<file path="src/rtl/pcsg_mul.sv">
// Shared 33x33 signed multiplier with a registered product.
// Standalone; used by the top level for energy, projection and squaring.
`timescale 1ns / 1ps
`default_nettype none

module pcsg_mul (
   input  wire logic               clock,
   input  wire logic signed [32:0] op_a,
   input  wire logic signed [32:0] op_b,
   output logic signed [65:0]      prod_ff
);

   // Register the product every cycle
   always_ff @(posedge clock) begin
      prod_ff <= op_a * op_b;
   end

endmodule

`default_nettype wire

</file>
<file path="config.mk">
export PLATFORM = sky130hd
export DESIGN_NAME = pcsg_mul
export DESIGN_NICKNAME = d
export VERILOG_FILES = /design/src/rtl/pcsg_mul.sv
export SDC_FILE = /design/constraint.sdc
export NUM_CORES = 2
export LEC_CHECK = 0
export BUFFER_PORTS_ARGS = -buffer_cell sky130_fd_sc_hd__buf_2
export CAP_MARGIN = 20
export CORE_MARGIN = 1.5
export CORE_UTILIZATION = 50
export DETAILED_ROUTE_END_ITERATION = 16
export PLACE_DENSITY = 0.76
export SYNTH_ARGS = -nofsm -noshare
export SYNTH_HDL_FRONTEND = slang
export SYNTH_SLANG_ARGS = --single-unit
export TNS_END_PERCENT = 100
</file>
<file path="constraint.sdc">
create_clock -name clock -period 9.5 [get_ports clock]
set_input_delay 0 -clock clock [delete_from_list [all_inputs] [get_ports clock]]
set_output_delay 0 -clock clock [all_outputs]
set_load 0.05 [all_outputs]
</file>
==> Word level (Yosys, flattened, before mapping) <==
Index checks and enable logic that the tools add are counted.
{ "op_classes": {"mul": 1} }
{ "op_table": {"columns": ["operator", "count"], "rows": [
  ["multiplier 33 x 33 -> 66 bit", 1]
]} }
{ "totals": {"regBits": 66, "inputBits": 67, "word_cells": 2} }

==> Depth between registers and ports, before layout <==
{ "logic_depth": {"ltp_word": 1, "mapped_depth": 27} }

==> Worst setup path before layout <==
Ideal clock, no wire load.
{ "synth_timing": {"path_kind": "in2reg", "from": "input port op_a[32]", "to": "register prod_ff[62]", "setup_time_ns": 0.079, "arrival_ns": 7.157, "required_ns": 9.421, "slack_ns": 2.264, "cell_stages": 23, "path_cell_list": "clkbuf_1 nand2_1 inv_1 fa_1 fa_1 fa_1 fa_1 fa_1 fa_1 fa_1 inv_1 fa_1 inv_1 ha_1 clkbuf_1 and3_1 nand3_1 nand2b_1 a2111oi_4 a211oi_4 a21o_2 a21o_1 a211oi_2"} }
{ "synth_between": {"elab_chain_len": 1} }
{ "synth_rtl": {"columns": ["element", "line_no", "text"], "rows": [
  ["from (decl)", "8", "input wire logic signed [32:0] op_a,"],
  ["multiplier 33 x 33 -> 66 bit", "15", "prod_ff <= op_a * op_b;"],
  ["to (signal assigned)", "15", null],
  ["to (decl)", "10", "output logic signed [65:0] prod_ff"]
]} }
No other way between the ends.

==> Final worst setup path <==
{ "layout_timing": {"from": "input port op_a[32]", "to": "register prod_ff[64]"} }
The elaborated chain is that of the path after synthesis.

==> summary.md <==
| Metric | Value |
|---|---|
| Mux cell area share after synthesis | 0 |
| H-tree levels | 3 |
| Final Cycle Share | 0.834 |
| Worst-path cell chain | buf_2 -> nand2_1 -> inv_1 -> fa_1 -> fa_1 -> fa_1 -> fa_1 -> fa_1 -> fa_1 -> fa_1 -> inv_1 -> fa_1 -> inv_1 -> ha_1 -> nand3_1 -> nor2_1 -> nand2_1 -> nor3_1 -> o311ai_4 -> nand3_2 -> a211oi_1 -> a311oi_1 |
| CP max stage delay | 890 ps |
| Post-synthesis simple-gate area fraction | 0.158 |
| DRC viols | 0 |
| CP Max Fanout | 33 |
| Synth area leader | fa_1 |
| WS Path Type | primary input to flip-flop |
| Outcome | complete, no violations |
| Share of cells above drive strength 1 | 0.0460 |
| # port buffers | 132 |
| Number of global-route vias before repair | 32000 |
| RSZ-0062 raised after global routing | no |
| Top cells by area, synth | fa_1 56%, inv_1 10%, and2_1 8.6% |
| Core ar. | 80500 sq um |
| Top-level I/O count | 133 |
| Synthesized-area fraction occupied by adder cells | 0.629 |
| WL final | 103000 um |
| Die area | 83200 sq um |
| Slew margin rel. | 0.282 |
| Main combinational cell family by area after synthesis | adder cells |
| Num rows | 104 |
| Root Driver | clkbuf_16 |
| Count of distinct cell types in the synthesized netlist | 80 |
| Yosys reg bits | 66 |
| Die height | 288 um |
| Arrival @ worst endpoint | 8190 ps |
| Vias | 28700 |
| Initial core utilization | 0.506 |
| Fmax | 126 MHz |
| Longest Clk Path Bufs | 2 |
| Max_cap viols | 0 |
| Critical path capture point type | flip-flop |
| Seq/Total Area, Yosys | 0.0324 |
| Num CTS Buffers | 9 |
| Vias per cell | 5.37 |
| Top Usage Layer GRT | met2 |
| Post-synthesis xor/xnor area fraction | 0.0146 |
| Drt pass-1 iters | 6 |
| Fillers | 7198 |
| Post-route antenna net violation count | 0 |
| Post_cts resized | 0 |
| Detailed Place HPWL | 87000 um |
| Initial antenna violation count | 5 |
| CP dominant cell by count | fa_1 |
| Largest net degree at the start of global routing | 34 |
| Fraction of registers with async set/reset | 0 |
| Per-cell routed wire length | 19.4 um |
| CTS hold repair buffers | 0 |
| Final net count | about 5700 |
| Mapped Cells | 4338 |
| Die width | 288 um |
| Final setup fails | 0 |
| Syn Area/Cell | 9.39 sq um |
| Area of the mapped netlist | just over 40000 sq um |
| Leading registers by flop count | prod_ff (66) |
| Buf+Inv Stages, Crit Path | 4 |
| Post-synthesis compound-gate area fraction | 0.0407 |
| Synth Net Count | 5767 |
| Gp weighted congestion | 0.903 |
| Critical-path top delay cell | fa_1 |
| Top FF cell, synth | dfxtp_1 |
| Global-route wire length before repair | 171000 um |
| CTS tree | built |
| Final hold vios | 0 |
| Required time of the critical path | 9770 ps |
| Area delta synth->final | 3.71% |
| Most flop-heavy register | prod_ff |
| Synthesis Warnings | 0 |
| Grt met1 use | 0.327 |
| Max FFs per register | 66 |
| Clock sink count | 66 |
| GRT Total Usage | 0.267 |
| Area share of the largest cell type after synthesis | 0.563 |
| Crit path launch type | primary input |
| Min-Delay Path Class | primary input to flip-flop |
| Worst-margin pin slew | 1080 ps |
| Met3 Usage GRT | 0.0362 |
| Drt first-iter violations | around 1900 |
| Tmin final | 7920 ps |
| Delay-heaviest family, CP | adder cells |
| Number of flops mapped to enable cells by yosys | 0 |
| Final setup TNS | 0 ps |
| Setup Fix Bufs, Post-CTS | 0 |
| Max-slew violation count | 0 |
| Clock-pin slew on the worst setup and hold paths | 60 ps |
| GR Util met2 | 0.464 |
| Congestion Overflow GR | 0 |
layer usage:
| layer | part of all wire | wire, um | vias to the layer above |
|---|---|---|---|
| li1 | - | - | 12200 |
| met1 | 0.37 | 38000 | 15100 |
| met2 | 0.52 | 53300 | 1041 |
| met3 | 0.062 | 6380 | 317 |
| met4 | 0.056 | 5790 | 2 |
| met5 | 0.000077 | 8 | - |
synth_stat cells (3+ instances only):
| cell type | n |
|---|---|
| fa_1 | 1145 |
| inv_1 | 1131 |
| and2_1 | 562 |
| nand2_1 | 551 |
| ha_1 | 217 |
| clkbuf_1 | 208 |
| nor2_1 | 68 |
| dfxtp_1 | 66 |
| a21oi_1 | 57 |
| xnor2_1 | 43 |
| a21o_1 | 36 |
| nand3_1 | 25 |
| o21ai_0 | 25 |
| xor2_1 | 25 |
| nand2b_1 | 12 |
| buf_2 | 11 |
| nand4_1 | 11 |
| o21bai_1 | 11 |
| a31oi_1 | 8 |
| a211oi_1 | 7 |
| nor3_1 | 7 |
| a211o_1 | 6 |
| o21a_1 | 6 |
| o21ai_1 | 6 |
| and3_1 | 5 |
| and4_1 | 5 |
| nor2b_1 | 5 |
| o211ai_1 | 4 |
| a211oi_2 | 3 |
| a21oi_2 | 3 |
| o31ai_4 | 3 |
| or2_2 | 3 |
| or3_1 | 3 |
area by class of cell:
type                            instances  area, sq um  share of cell area
Antenna cell                            3         7.51            0.000178
Timing Repair Buffer                  145          758              0.0179
Clock inverter                          6         42.5             0.00101
Tap cell                             1060         1330              0.0314
Multi-Input combinational cell       2920        34300               0.812
Sequential cell                        66         1320              0.0313
Clock buffer                           10          229             0.00542
Inverter                             1131         4250               0.100
layout by cell type, fill, tap and decap left out, drive strengths merged, types with 33 or more instances in the layout:
cell   netlist  layout
a21o        38      38
and2       563     563
ha         217     217
xnor2       43      43
inv       1131    1132
dfxtp       66      66
buf         13     145
fa        1145    1145
a21oi       61      61
nor2        68      68
nand2      551     551
o21ai       33      33
worst paths after layout:
check | depth (start not counted) | start | slack, ps | to
setup / recovery | 22 | op_a[32] | 1580 | prod_ff[64]
hold / removal | 3 | op_b[0] | 340 | prod_ff[0]
stage by stage:
step | cells | hold slack [ps] | worst slack [ps] | cell area (sq um) | util
6_report | 5341 | 341 | 1580 | 42200 | 0.524
5_1_grt | 5339 | 332 | 1190 | 42200 | 0.524
4_1_cts | 5338 | 301 | 1640 | 42200 | 0.524
3_5_place_dp | 5322 | 467 | 1280 | 42000 | 0.521
3_3_place_gp | 5322 | 469 | 1370 | 42000 | 0.521
2_1_floorplan | 4338 | 127 | 2260 | 40700 | -
cells by family after synthesis:
| family | after synthesis |
|---|---|
| simple gates | 1271 |
| buf+inv | 1352 |
| compound gates | 219 |
| flops | 66 |
| fa+ha+maj | 1362 |
| xor+xnor | 68 |
Power is left out: the tool's default activity adds up to more than one toggle a clock period on the data nets, which glitch-free logic cannot reach.
