File: src/rtl/pcsg_pkg.sv
// Shared types, codes and saturation helpers for the PCA subspace log-density block.
// No dependencies; the channels, the top level and the divider import this package.
`timescale 1ns / 1ps
`default_nettype none

package pcsg_pkg;

   // Item modes
   localparam logic [1:0] MODE_SAMPLE   = 2'd0;
   localparam logic [1:0] MODE_MEAN     = 2'd1;
   localparam logic [1:0] MODE_BASIS    = 2'd2;
   localparam logic [1:0] MODE_VARIANCE = 2'd3;

   // Register indexes
   localparam logic [2:0] CSR_DIMS     = 3'd0;
   localparam logic [2:0] CSR_PRINC    = 3'd1;
   localparam logic [2:0] CSR_LN_TOTAL = 3'd2;
   localparam logic [2:0] CSR_LN_PRINC = 3'd3;
   localparam logic [2:0] CSR_CVAR     = 3'd4;

   localparam logic [62:0] SAT62 = {1'b1, 62'd0};
   localparam logic signed [64:0] POS62 = {3'b001, 62'd0};
   localparam logic signed [64:0] NEG62 = -POS62;
   localparam logic signed [65:0] MAX47 = {19'd0, {47{1'b1}}};
   localparam logic signed [65:0] MIN47 = {{19{1'b1}}, 47'd0};

   typedef struct packed {
      logic [1:0]         mode;
      logic [7:0]         row_index;
      logic [4:0]         column_index;
      logic signed [31:0] value;
      logic               last;
   } req_type;

   typedef struct packed {
      logic signed [47:0] log_density;
      logic signed [47:0] mahalanobis_term;
      logic [46:0]        residual_distance;
      logic               status;
   } rsp_type;

   typedef struct packed {
      logic [2:0]  index;
      logic [31:0] wdata;
   } csr_type;

   typedef struct packed {
      logic        start;
      logic [63:0] dividend;
      logic [31:0] divisor;
   } div_req_type;

   typedef struct packed {
      logic        done;
      logic [63:0] quotient;
   } div_rsp_type;

   // Unsigned add that sticks at 2^62
   function automatic logic [62:0] sat_add(input logic [62:0] a, input logic [63:0] b);
      logic [64:0] sum;
      sum = {2'b00, a} + {1'b0, b};
      if (sum > {2'b00, SAT62}) return SAT62;
      return sum[62:0];
   endfunction

   // Clamp a signed sum to +-2^62
   function automatic logic signed [63:0] clamp62(input logic signed [64:0] x);
      if (x > POS62) return POS62[63:0];
      if (x < NEG62) return NEG62[63:0];
      return x[63:0];
   endfunction

   // Saturate to 48-bit signed
   function automatic logic signed [47:0] sat48(input logic signed [65:0] x);
      if (x > MAX47) return MAX47[47:0];
      if (x < MIN47) return MIN47[47:0];
      return x[47:0];
   endfunction

endpackage

`default_nettype wire

File: src/rtl/pcsg_div.sv
// Restoring divider, 64-bit dividend by 32-bit nonzero divisor, one quotient bit a cycle.
// Depends on pcsg_pkg for the request and response structs.
`timescale 1ns / 1ps
`default_nettype none

module pcsg_div (
   input  wire logic                 clock,
   input  wire logic                 reset,
   input  wire pcsg_pkg::div_req_type div_req,
   output pcsg_pkg::div_rsp_type      div_rsp
);
   import pcsg_pkg::*;

   logic        busy_ff, busy_in;
   logic        done_ff, done_in;
   logic [5:0]  cnt_ff, cnt_in;
   logic [31:0] rem_ff, rem_in;
   logic [63:0] quo_ff, quo_in;
   logic [31:0] dvs_ff, dvs_in;
   logic [32:0] shifted;
   logic [32:0] diff;
   logic        fits;

   // One restoring step per cycle
   always_comb begin
      shifted = {rem_ff, quo_ff[63]};
      diff    = shifted - {1'b0, dvs_ff};
      fits    = shifted >= {1'b0, dvs_ff};
      busy_in = busy_ff;
      done_in = 1'b0;
      cnt_in  = cnt_ff;
      rem_in  = rem_ff;
      quo_in  = quo_ff;
      dvs_in  = dvs_ff;
      if (div_req.start && !busy_ff) begin
         busy_in = 1'b1;
         cnt_in  = '0;
         rem_in  = '0;
         quo_in  = div_req.dividend;
         dvs_in  = div_req.divisor;
      end else if (busy_ff) begin
         rem_in = fits ? diff[31:0] : shifted[31:0];
         quo_in = {quo_ff[62:0], fits};
         cnt_in = cnt_ff + 6'd1;
         if (cnt_ff == 6'd63) begin
            busy_in = 1'b0;
            done_in = 1'b1;
         end
      end
   end

   always_ff @(posedge clock) begin
      if (reset) begin
         busy_ff <= 1'b0;
         done_ff <= 1'b0;
         cnt_ff  <= '0;
      end else begin
         busy_ff <= busy_in;
         done_ff <= done_in;
         cnt_ff  <= cnt_in;
      end
      rem_ff <= rem_in;
      quo_ff <= quo_in;
      dvs_ff <= dvs_in;
   end

   assign div_rsp.done     = done_ff;
   assign div_rsp.quotient = quo_ff;

endmodule

`default_nettype wire
File: config.mk
export PLATFORM = sky130hd
export DESIGN_NAME = pcsg_div
export DESIGN_NICKNAME = d
export VERILOG_FILES = /design/src/rtl/pcsg_pkg.sv /design/src/rtl/pcsg_div.sv
export SDC_FILE = /design/constraint.sdc
export NUM_CORES = 1
export LEC_CHECK = 0
export ABC_AREA = 1
export BUFFER_PORTS_ARGS = -buffer_cell sky130_fd_sc_hd__buf_2
export CAP_MARGIN = 20
export CORE_ASPECT_RATIO = 0.9
export CORE_MARGIN = 8
export CORE_UTILIZATION = 30
export CTS_BUF_LIST = sky130_fd_sc_hd__clkbuf_4 sky130_fd_sc_hd__clkbuf_8
export DETAILED_ROUTE_END_ITERATION = 8
export GPL_ROUTABILITY_DRIVEN = 1
export GPL_TIMING_DRIVEN = 0
export SKIP_CTS_REPAIR_TIMING = 1
export SYNTH_ARGS = -nofsm -noshare
export SYNTH_HDL_FRONTEND = slang
export SYNTH_SLANG_ARGS = --single-unit
File: constraint.sdc
create_clock -name clock -period 4.87 [get_ports clock]
set_clock_uncertainty 0.15 [all_clocks]
set_input_delay 0.2435 -clock clock [delete_from_list [all_inputs] [get_ports clock]]
set_output_delay 0.2435 -clock clock [all_outputs]
set_load 0.03 [all_outputs]
# Word level (Yosys, flattened, before mapping)
# Cells that the tools add are included.
# word_totals
regBits,136
in_bits,99
output_inout_bits,65
word_cells,23
# op_classes
addsub,2
n_lt_le_gt_ge,1
eq_ne,1
muxes,7
bitwise,1
reduce_logical,5
# ops
cell,n
64-bit 2-to-1 mux,2
33-bit by 32-bit >= comparator with 1-bit output,1
32-bit 2-to-1 mux,1
32-bit subtractor,1
"6-bit by 1-bit adder with 6-bit output, second input constant",1
"6-bit == test, second input constant",1
1-bit 2-to-1 mux,4
3-bit OR reduction,1
2-bit nonzero test,1
2-bit OR reduction,1
1-bit logical AND,1
1-bit logical NOT,1
1-bit NOT,1

# Depth between registers and ports, before layout
# Gate-level depths: netlist (run 1).
# depth
ltp_word,4
mapped_depth,17
depth_no_buf,16

# Least setup slack after synthesis (run 1)
# No wires, ideal clock.
# synth_timing
kind,flip-flop to flip-flop
start,register busy_ff
end,"register quo_ff[0], enable pin"
setup_ps,454
arrival_ps,2455
required_time_ps,4266
setup_slack_ps,1811
stages_incl_launch_ff,4
path_buffers,1
synth_period_minus_slack_ps,3059
path_cell_list,dfxtp_1 nor2_1 inv_1 clkbuf_1
# synth_via
elab_chain_cells,3
# synth_lines
element,line_no,rtl
start: declaration,pcsg_div.sv:14,"logic busy_ff, busy_in;"
start signal: assignment,pcsg_div.sv:58,busy_ff <= busy_in;
1-bit logical NOT,pcsg_div.sv:35,if (div_req.start && !busy_ff) begin
1-bit logical AND,pcsg_div.sv:35,
2-bit nonzero test (no line) (*),-,
end signal: assignment,pcsg_div.sv:63,quo_ff <= quo_in;
end: declaration,pcsg_div.sv:18,"logic [63:0] quo_ff, quo_in;"
# Every way passes the cells marked *; elsewhere a longest branch is shown, timed or not.
# A chain may end at the register's enable or synchronous reset.

# Worst setup path after layout (run 1)
# layout_timing
start,register rem_ff[7]
end,register rem_ff[24]
# layout_via
elab_chain_cells,2
word_cells_on_any_way,3
classes_between,add/sub: 1; order compare: 1; mux: 1
# layout_lines
element,line_no,rtl
start: declaration,pcsg_div.sv:17,"logic [31:0] rem_ff, rem_in;"
start signal: assignment,pcsg_div.sv:62,rem_ff <= rem_in;
32-bit subtractor / 33-bit by 32-bit >= comparator with 1-bit output (equally long branches),"pcsg_div.sv:27, pcsg_div.sv:28",
32-bit 2-to-1 mux (*),pcsg_div.sv:42,rem_in = fits ? diff[31:0] : shifted[31:0];
# Marked as above.

==> results_dict.tcl, run 1 <==
set metrics [dict create \
    cts_tree "done" \
    fp-row-count 57 \
    worst-path-buf-inv 3 \
    clock-sinks 136 \
    via_count 7996 \
    worstMarginPinSlew_ns 0.675 \
    start_kind "flip-flop" \
    crit_slowest_cell "ha_1" \
    crit_path_frequent_cell "nand2_1" \
    insertion_delay_ns 0.47 \
    top_layer_used "met5" \
    critical_path_class "flip-flop to flip-flop" \
    syn_avg_cell_area_um2 7.30 \
    final_cell_mix "nand2_1 (502), inv_1 (178), buf_2 (168)" \
    max_freq_mhz 392 \
    multiInputGateArea_um2 3710 \
    drtAntennaViolNets 0 \
    synth_area_um2 8260 \
    totalWireLength_um 26300 \
    gr-total-overflow 0 \
    m1WireLength_um 12200 \
    synthesis.nets 1264 \
    pre_cts_ws_ns 2.33 \
    grt_max_degree 44 \
    core_area_um2 27000 \
    fin_crit_sh_pct 52.4 \
    area_growth_pct 32.0 \
    min_from "div_req[32]" \
    grt_pass1_vias 7687 \
    relSlewSlack_pct 55.0 \
    drc_errors 0 \
    synthCells 1131 \
    grt_pass1_wl_um 40600 \
    reg2reg_from "rem_ff[7]" \
    drive_gt1_share_pct 16.6 \
    ir_drop_v 0.000189 \
    route.met3.wl_um 2270 \
    ys_warn_count 0 \
    cts_made_buffers 17 \
    ys_types 38 \
    status "finished, violations left" \
    setup_viol 0 \
    drv_slew 0 \
    r2r_cells 14 \
    seq_area_um2 3680 \
    worst_slack_ns 2.32 \
    min_path_cells 3 \
    crit_chain "ha_1 > nand2_1 > inv_1 > nand2_1 > nand2_1 > inv_1 > nand3_2 > nand2_1 > nand2_2 > nand2_4 > buf_2 > nand3b_1 > nand3_1 > nand2_1" \
    cts_buffer_depth 2 \
    reg2reg_slack_ns 2.32 \
    diodes 0 \
    min_period_ns 2.55 \
    antenna_found_initial 1 \
    fin_tns_setup_ns 0 \
    cap_violations 0 \
    die_w_um 191 \
    cts_root_buffer "clkbuf_8" \
    io_pins 164 \
    ys_ff_latch 136 \
    worstPathArrival_ns 2.75 \
    die_y_um 173 \
    endpoint_kind "flip-flop" \
    firstDrtPassIters 5 \
    violations "negative hold slack" \
    io_buffers 163 \
    p_leak_uw 0.00561 \
    crit_required_ns 5.07 \
    max_stage_delay_ns 0.35 \
    vias_per_cell 4.49 \
    seq_area_frac_synth_pct 44.6 \
    final_common_cell "nand2_1" \
    cp_top_family "simple AND/OR/NAND/NOR gates" \
    wl_met2_um 11600 \
    grtUsageTotal_pct 15.5 \
    fin_nets 1545 \
    drt_iter0_drc 508 \
    hold_class "input port to flip-flop" \
    fillers 2838 \
    min_to "quo_ff[0]" \
    avgRoutedWirePerCell_um 14.8 \
    dp_hpwl_um 20100 \
    r2r_end "rem_ff[24]" \
    holdWs_ns -0.00611 \
    cp_max_fo 10 \
    place.gp.congestion 0.912 \
    start_util_pct 30.6 \
    rsz0062_at_grt "no" \
    clkSlewWorstSetupHoldPaths_ns 0.10 \
    htree_levels 4 \
    fp.dieArea_um2 33100 \
    hold_viol_final 1 \
    power_density_nw_per_um2 400 \
]
-- worst min-delay path: stages --
cell and delay [ns]:
buf_2 0.07, nor2_1 0.03, a31oi_1 0.13
-- worst max-delay path by stage --
stage                     startpoint         end  slack [ns]  cells past startpoint
final                      rem_ff[7]  rem_ff[24]        2.32                     14
after floorplan              busy_ff   quo_ff[0]        1.81                      3
after detailed placement   dvs_ff[3]  rem_ff[24]        2.33                     15
after global placement       busy_ff  quo_ff[35]        0.59                      3
after CTS                  rem_ff[7]  rem_ff[24]        2.29                     14
after global routing       rem_ff[7]  rem_ff[24]        2.02                     14
-- layer usage --
| layer | vias up | global-route usage (%) |
|---|---|---|
| li1 | 4076 | - |
| met1 | 3634 | 19.9 |
| met2 | 258 | 23.6 |
| met3 | 26 | 6.58 |
| met4 | 2 | 3.52 |
| met5 | - | 0 |
-- flip-flops by register name, indices dropped and copies added, names as in the netlist --
signal,flops
busy_ff,1
dvs_ff,32
quo_ff,64
cnt_ff,6
rem_ff,32
done_ff,1
-- cells by family (layout without fill, tap and decap cells) --
| kind of cell | count (synthesis) | count (layout) | share of synthesized area [%] |
|---|---|---|---|
| XOR/XNOR | 14 | 14 | 1.48 |
| AO/OA/AOI/OAI | 43 | 43 | 2.83 |
| AND/OR/NAND/NOR | 688 | 688 | 35.3 |
| buffers and inverters | 215 | 509 | 10.4 |
| multiplexers | 1 | 1 | 0.121 |
| flip-flops | 136 | 136 | 44.6 |
| adder cells (fa/ha/maj) | 34 | 34 | 5.24 |
-- cells in the mapped netlist (all sizes together) --
cell type | instances | area share (%)
nand4 | 8 | 0.61
a31oi | 2 | 0.15
o21a | 2 | 0.18
nor3b | 3 | 0.27
fa | 1 | 0.24
ha | 33 | 5.0
and2 | 4 | 0.30
nor2 | 56 | 3.1
xor2 | 1 | 0.11
o21bai | 3 | 0.27
nor3 | 7 | 0.48
edfxtp | 96 | 35
buf | 13 | 1.2
nand3 | 85 | 5.5
mux2i | 1 | 0.12
o21ai | 14 | 0.85
clkbuf | 18 | 0.82
nand2 | 511 | 24
dfxtp | 40 | 9.7
xnor2 | 13 | 1.4
clkinv | 4 | 0.18
a21oi | 22 | 1.4
inv | 180 | 8.2
nand3b | 14 | 1.3
-- final cells by class --
| cell class | count | share of cell area, % |
|---|---|---|
| clock buffers | 18 | 2.22 |
| flip-flops and latches | 136 | 33.8 |
| clock inverters | 14 | 1.06 |
| inverters | 184 | 6.34 |
| well taps | 354 | 4.06 |
| multi-input cells | 780 | 34.1 |
| plain buffers | 31 | 1.61 |
| repair buffers | 262 | 16.8 |
-- report_power, final --
group / switching (µW) / internal (µW) / leakage [µW] / total (µW)
registers: 107 / 1440 / 0.00129 / 1540
logic: 1230 / 699 / 0.00415 / 1920
clock network: 525 / 370 / 0.000170 / 894
total: 1860 / 2500 / 0.00561 / 4360
-- per-stage QoR --
stage | hold WS [ns] | instance area (µm²) | instances | util, % | total power, µW
2_1_floorplan | 0.166 | 8260 | 1131 | - | 2910
3_3_place_gp | 0.270 | 9520 | 1648 | 35.2 | 3400
3_5_place_dp | 0.272 | 9570 | 1650 | 35.4 | 3420
4_1_cts | -0.253 | 9930 | 1682 | 36.7 | 4330
5_1_grt | 0.00597 | 10900 | 1779 | 40.3 | 4700
6_report | -0.00611 | 10900 | 1779 | 40.3 | 4360
Note: power is estimated with default switching activity, not from simulation.
==> run 2: changes to the inputs <==
- clock period: 4.87 -> 2.3 ns (I/O delays scaled with it)
==> run 2 against run 1 <==
Compared with the run above: combinational power rose to 2.8 times the previous value; critical path depth fell by 1; the run ends with negative setup slack left; critical path type unchanged; critical endpoint is now rem_ff[3]; wire length is 4.6% higher; highest routed layer is now met4.
==> results_dict.tcl, run 2 (synthesis results as in run 1) <==
set metrics [dict create \
    crit_path_frequent_cell "nand2_1" \
    diodes 0 \
    hold_viol_final 0 \
    min_from "div_req[9]" \
    rsz0062_at_grt "yes" \
    crit_chain "ha_4 > nand2_1 > nand2_1 > a21oi_2 > nand2_2 > nand2_2 > nand2_4 > nor2_8 > nand2_8 > clkbuf_16 > nand2_1 > nand3_1 > o21ai_1" \
    reg2reg_slack_ns -0.04 \
    status "finished, violations left" \
    worst_slack_ns -0.0407 \
    avgRoutedWirePerCell_um 15.3 \
    dp_hpwl_um 19900 \
    fp.dieArea_um2 33100 \
    pre_cts_ws_ns -0.194 \
    min_period_ns 2.34 \
    drtAntennaViolNets 0 \
    netSwitchingFraction_pct 42.0 \
    start_kind "flip-flop" \
    startpoint "rem_ff[23]" \
    grt_max_degree 57 \
    drive_gt1_share_pct 28.0 \
    use_met2_pct 23.8 \
    crit_slowest_cell "dfxtp_1" \
    endpoint "rem_ff[3]" \
    cp_max_fo 8 \
    fin_nets 1568 \
    crit_required_ns 2.56 \
    violations "negative setup slack" \
    largest_reg_flops 64 \
    die_y_um 173 \
    io_pins 164 \
    die_w_um 191 \
    grt_pass1_wl_um 40100 \
    cap_violations 0 \
    pwr-share-clk_pct 19.0 \
    insertion_delay_ns 0.48 \
    via_count 8179 \
    grt_pass1_vias 7719 \
    io_buffers 163 \
    reg2reg_from "rem_ff[23]" \
    max_stage_delay_ns 0.43 \
    met1_usage_pct 19.2 \
    power_density_nw_per_um2 895 \
    internal-power_uw 6280 \
    final_common_cell "nand2_1" \
    largestRegisters "quo_ff: 64 flops, dvs_ff: 32 flops, rem_ff: 32 flops" \
    drc_errors 0 \
    drt_iter0_drc 519 \
    place.gp.congestion 0.923 \
    critical_path_class "flip-flop to flip-flop" \
    fin_tns_setup_ns -0.117 \
    endpoint_kind "flip-flop" \
    r2r_cells 13 \
    groute.layer.met3.usage_pct 6.32 \
    busiest_layer "met2" \
    postPlaceCellArea_um2 9570 \
    antenna_found_initial 0 \
    power_switching_uw 4560 \
    worstPathArrival_ns 2.60 \
    top_register "quo_ff" \
    grtUsageTotal_pct 15.3 \
    relSlewSlack_pct 55.8 \
    seqPwrFrac_pct 30.8 \
    htree_levels 4 \
    final_util_pct 44.8 \
    setup_viol 11 \
    totalWireLength_um 27500 \
    firstDrtPassIters 5 \
    min_path_cells 2 \
    comb_power_share_pct 50.2 \
    fin_area_um2 12100 \
    cts_buffer_depth 2 \
    worstMarginPinSlew_ns 0.662 \
    p_leak_uw 0.00592 \
    gr-total-overflow 0 \
    cts_made_buffers 17 \
    cts_tree "done" \
    max_freq_mhz 427 \
    vias_per_cell 4.54 \
    r2r_end "rem_ff[3]" \
    clock-sinks 136 \
    fin_crit_sh_pct 102 \
    core_area_um2 27000 \
    clkSlewWorstSetupHoldPaths_ns 0.09 \
    hold_class "input port to flip-flop" \
    final_cell_mix "nand2_1 (440), buf_2 (165), inv_1 (163)" \
    fp-row-count 57 \
    start_util_pct 30.6 \
    drv_slew 0 \
    area_growth_pct 46.6 \
    power_uw 10800 \
    cts_root_buffer "clkbuf_8" \
    ir_drop_v 0.000537 \
]
## run 2: final cells by class
| type | count | area [µm²] |
|---|---|---|
| Timing Repair Buffer | 285 | 2080 |
| Clock buffer | 18 | 241 |
| Inverter | 184 | 691 |
| Tap cell | 354 | 443 |
| Sequential cell | 136 | 3680 |
| Clock inverter | 14 | 148 |
| Fill cell | 2623 | 14900 |
| Buffer | 31 | 239 |
| Multi-Input combinational cell | 780 | 4580 |
## run 2: worst min path at each step
stage | slack, ns | end
floorplan | 0.04 | done_ff
global route | 0.17 | dvs_ff[6]
global placement | 0.14 | dvs_ff[12]
detailed placement | 0.14 | dvs_ff[19]
CTS | -0.36 | done_ff
finish | 0.19 | dvs_ff[9]
## run 2: stage by stage
| step | hold WS, ns | instances |
|---|---|---|
| after global placement | 0.144 | 1648 |
| after floorplan | 0.0374 | 1131 |
| after detailed placement | 0.143 | 1650 |
| after global routing | 0.174 | 1802 |
| after CTS | -0.360 | 1682 |
| final | 0.193 | 1802 |
## run 2: power by group through the flow
stage | logic, µW | clock network, µW | registers, µW
after global placement | 3890 | 0 | 3310
final | 5440 | 2060 | 3340
after CTS | 3930 | 2110 | 3260
after floorplan | 2590 | 0 | 3570
after detailed placement | 3920 | 0 | 3300
after global routing | 5930 | 2200 | 3390
## run 2: worst max-delay path, delay by kind of cell, from the launching register on
| family | cells | cell delay, ns |
|---|---|---|
| simple gates | 9 | 0.93 |
| flops | 1 | 0.43 |
| compound gates | 2 | 0.28 |
| fa+ha+maj | 1 | 0.26 |
| buf+inv | 1 | 0.20 |
## run 2: per-layer routing
| layer | part of all wire [%] | vias to the layer above |
|---|---|---|
| met5 | 0 | - |
| met4 | 1.8 | 0 |
| met3 | 7.7 | 35 |
| met2 | 45 | 276 |
| met1 | 45 | 3749 |
| li1 | - | 4119 |
